$ cat src/hw/rtl/gbdr_ram.sv
// Generic single-clock RAM with one write port and one registered read port.
`default_nettype none

module gbdr_ram #(
    parameter int WIDTH = 32,
    parameter int DEPTH = 64
) (
    input  wire logic                     aclk,
    input  wire logic                     wr_en,
    input  wire logic [$clog2(DEPTH)-1:0] wr_addr,
    input  wire logic [WIDTH-1:0]         wr_data,
    input  wire logic [$clog2(DEPTH)-1:0] rd_addr,
    output logic      [WIDTH-1:0]         rd_data
);

    logic [WIDTH-1:0] mem [DEPTH];

    // Write, then register the read word
    always_ff @(posedge aclk) begin
        if (wr_en) begin
            mem[wr_addr] <= wr_data;
        end
        rd_data <= mem[rd_addr];
    end

endmodule

`default_nettype wire

$ cat config.mk
export PLATFORM = sky130hd
export DESIGN_NAME = gbdr_ram
export DESIGN_NICKNAME = d
export VERILOG_FILES = /design/src/hw/rtl/gbdr_ram.sv
export SDC_FILE = /design/constraint.sdc
export NUM_CORES = 2
export LEC_CHECK = 0
export BUFFER_PORTS_ARGS = -buffer_cell sky130_fd_sc_hd__buf_2
export CORE_ASPECT_RATIO = 2
export CORE_MARGIN = 2
export CORE_UTILIZATION = 40
export DETAILED_ROUTE_END_ITERATION = 10
export GPL_ROUTABILITY_DRIVEN = 1
export PLACE_DENSITY = 0.51
export SKIP_CTS_REPAIR_TIMING = 1
export SYNTH_ARGS = -nofsm -noshare
export SYNTH_HDL_FRONTEND = slang
export SYNTH_SLANG_ARGS = --single-unit
$ cat constraint.sdc
create_clock -name aclk -period 6.9 [get_ports aclk]
set_input_delay 0 -clock aclk [delete_from_list [all_inputs] [get_ports aclk]]
set_output_delay 0 -clock aclk [all_outputs]
set_load 0.05 [all_outputs]
== After elaboration in Yosys (flattened, before gate mapping) ==
Memories as Yosys holds them, arrays and structs flattened. A register that Yosys moved wholly into a read port is not among the register bits.
Index checks and enable logic that the tools add are counted.

* Flip-flop bits (word level): 0
* Memories: 1
* RAM bits: 2048

{| class="wikitable"
|+ Memories
! name !! words !! width !! rd ports !! clocked after memory_dff !! wr ports !! RTL line !! RTL
|-
| mem || 64 || 32 || 1 || 1 || 1 || 16 || <nowiki>logic [WIDTH-1:0] mem [DEPTH];</nowiki>
|}

* Muxes and demuxes: 2

{| class="wikitable"
|+ Operators with widths
! operator !! number
|-
| $mux W1 || 2
|}

== Longest topological paths before layout ==
* Depth after elaboration: 2
* Depth in mapped cells: 10
* Mapped depth without buffers: 5

== Worst setup path before layout ==
No wires, ideal clock.

* Kind: input -> register
* From: input wr_addr[3]
* To: memory mem[48][0], enable pin
* Slack: 3.740 ns
* Data arrival time: 2.699 ns
* Library setup time: 0.461 ns
* Path buffers: 1
* Cell stages on the path: 4
* Cell sequence: clkbuf_1 > nor2b_1 > nand4b_1 > nor3_1

{| class="wikitable"
|+ RTL lines
! item !! RTL line !! RTL
|-
| from (decl) || 10 || <nowiki>input wire logic [$clog2(DEPTH)-1:0] wr_addr,</nowiki>
|-
| to (decl) || 16 ||
|}

No word-level cell before the write port.

==> results.md <==
* First-pass DRT Iterations at 5
* Final Hold Fails at approximately 140
* CTS tree: yes
* Met2 Wirelength at between 100 and 150 mm
* Reg clk slew, reported paths at roughly 70 ps
* NetSw at ~5500 µW
* CP max FO at 50
* Commonest cells after routing, fill and taps aside: edfxtp_1, mux4_2, clkbuf_16
* Pins over their slew limit at 0
* Final wirelength at about 210 mm
* Setup violators final at 0
* Share of layout cells above drive strength 1 at 0.2956
* Int Pwr at around 20000 µW
* H-tree Lvls at 4
* Nets at ~3600
* Row Count at between 200 and 250
* Syn nets at between 3000 and 4000
* Worst Hold Slack at -34.51 ps
* Failing checks: negative hold slack
* Max Root-Sink Buffers at 4
* Leak at ~0.027 µW
* Port-buffer cells at between 70 and 80
* VDD IR max at approximately 240 µV
* DRT iter0 DRCs at 3838
* Skew-Pair Late Insertion Delay at approximately 850 ps
* First-pass GRT wire length at 291.2 mm
* Synth Flop Type: edfxtp_1
* Worst setup EP type: flop
* Post-DR vias/cell at between 5 and 6
* Slew HR at 0.1533
* Placer Congestion at roughly 0.75
* Hold WC Path Type: in -> reg
* Setup TNS at 0 ps
* Commonest non-fill, non-tap cell in the layout: edfxtp_1
* Max-capacitance violation count at 0
* Switching share of power at 0.2117
* Critical path class: in -> reg
* # IOs at 78
* Die area at around 200000 µm²
* Clk_skew at just under 40 ps
* Synthesized cell area at between 70000 and 80000 µm²
* Final ANT Viol Nets at 0
* Metal3 WL at 9.684 mm
* Status: finished, violations left
* Mapped Avg Cell Area at 23.62 µm²
* Worst setup margin at around 4000 ps
* Dpl cell area at 82690 µm²
* Initial Util at 0.4012
* Detailed placement HPWL at ~110 mm
* Global route overflow at 0
* Sequential share of power at 0.537
* Gate power share at 0.052
* Fin area at a little under 90000 µm²
* DR WL/cell at between 30 and 40 µm
* Final Power at 26150 µW
* Synth unique cells at 34
* Register area share after synthesis at 0.7914
* Vias in the first global route at 37260
* Required time worst endpoint at about 7600 ps
* Top sig layer: met5
* CP arrival at approximately 3600 ps
* Num CTS Buffers at roughly 200
* CP Launch Type: primary input
* DRC Markers at 0
* Core area at ~200000 µm²
* Final Critical Period at a little under 3000 ps
* RSZ-0062 raised after global routing: no
* Power density over the cells at just under 300 nW/µm²
* Met1 wire length at ~85 mm
* Fin crit share at 0.4201
* Die Ht at between 600 and 700 µm
* Largest net degree at the start of global routing at 90
* Root buffer cell: clkbuf_16
* Measured slew at the worst slew-check pin at 1270 ps
* Total GRT Usage at 0.2088
* Initial antenna violation count at 7
* Synth Register Bits at 2080
* Post-synth ARST share at 0
* Ys Warns at 0
* Fmax achieved at 0.3450 GHz
* Die W at 317.3 µm
* Number of clock sinks at between 2000 and 2500
* Number of synthesized flops with an enable pin at 2048
* DP Worst Slack at approximately 3100 ps
* Syn-to-layout area delta at 13.59%
* Clk pwr share at 0.411
* Gate Count Post-Synth at about 3300
* DR vias at 35980
logic make-up after synthesis:
kind of cell    count (synthesis)  share of synthesized area
compound gates                202                    0.01673
buf+inv                       182                    0.01128
flops                        2080                     0.7914
mux                           637                     0.1679
simple gates                  223                    0.01265
power groups by stage:
stage | combinational, µW | sequential [µW] | clock [µW]
after floorplan | 680 | 14400 | 0
after detailed placement | 1390 | 14300 | 0
after global placement | 1370 | 14300 | 0
after global routing | 1440 | 14000 | 11400
final | 1350 | 14000 | 10800
after CTS | 1390 | 14000 | 11000
critical path, cell delays in order:
cell,delay (ps)
buf_8,500
buf_4,690
buf_4,430
mux4_2,570
mux4_2,470
o22ai_1,700
nor2_1,100
worst paths after layout:
check,startpoint,cells past startpoint,end,slack [ps]
max,rd_addr[0],7,rd_data[12]$_DFF_P_,4000
min,wr_data[16],1,mem[50][16]$_DFFE_PP_,-30
max reg2reg,mem[7][9]$_DFFE_PP_,4,rd_data[9]$_DFF_P_,4430
min reg2reg,mem[29][8]$_DFFE_PP_,4,rd_data[8]$_DFF_P_,760
cell usage after synthesis (12+ instances only):
library cell | instances | area [µm²]
nor2_1 | 137 | 514.2
o221ai_1 | 27 | 236.5
nand2_1 | 26 | 97.59
mux2i_1 | 93 | 930.9
clkbuf_1 | 74 | 277.8
a22oi_1 | 12 | 90.09
buf_4 | 25 | 187.7
edfxtp_1 | 2048 | 61500
mux4_2 | 544 | 12250
dfxtp_1 | 32 | 640.6
a21oi_1 | 62 | 310.3
o22ai_1 | 84 | 525.5
nor2b_1 | 15 | 93.84
buf_2 | 57 | 285.3
buf_1 | 21 | 78.83
flip-flops by register name, summed over array words and instances (netlist names):
register / cells
mem: 2048
rd_data: 32
final cells by class:
type,count,area [µm²]
clock buffers,252,5381
well taps,2552,3193
multi-input cells,1062,15980
fillers,16390,106500
flip-flops and latches,2080,62140
repair buffers,201,1510
clock inverters,103,969.7
diodes,5,12.51
routing by layer:
layer / vias up / track usage
met5: - / 0
met4: 4 / 0.05618
li1: 14680 / -
met3: 271 / 0.02355
met2: 1015 / 0.3590
met1: 20010 / 0.2814
stage by stage:
step | cells | hold slack (ps) | util
after CTS | 6237 | -405.8 | 0.4550
after global placement | 5882 | 486.4 | 0.4226
after global routing | 6251 | 2.974 | 0.4557
after detailed placement | 5882 | 465.3 | 0.4226
after floorplan | 3324 | 98.87 | -
final | 6255 | -34.51 | 0.4557
Note: power is estimated with default switching activity, not from simulation.
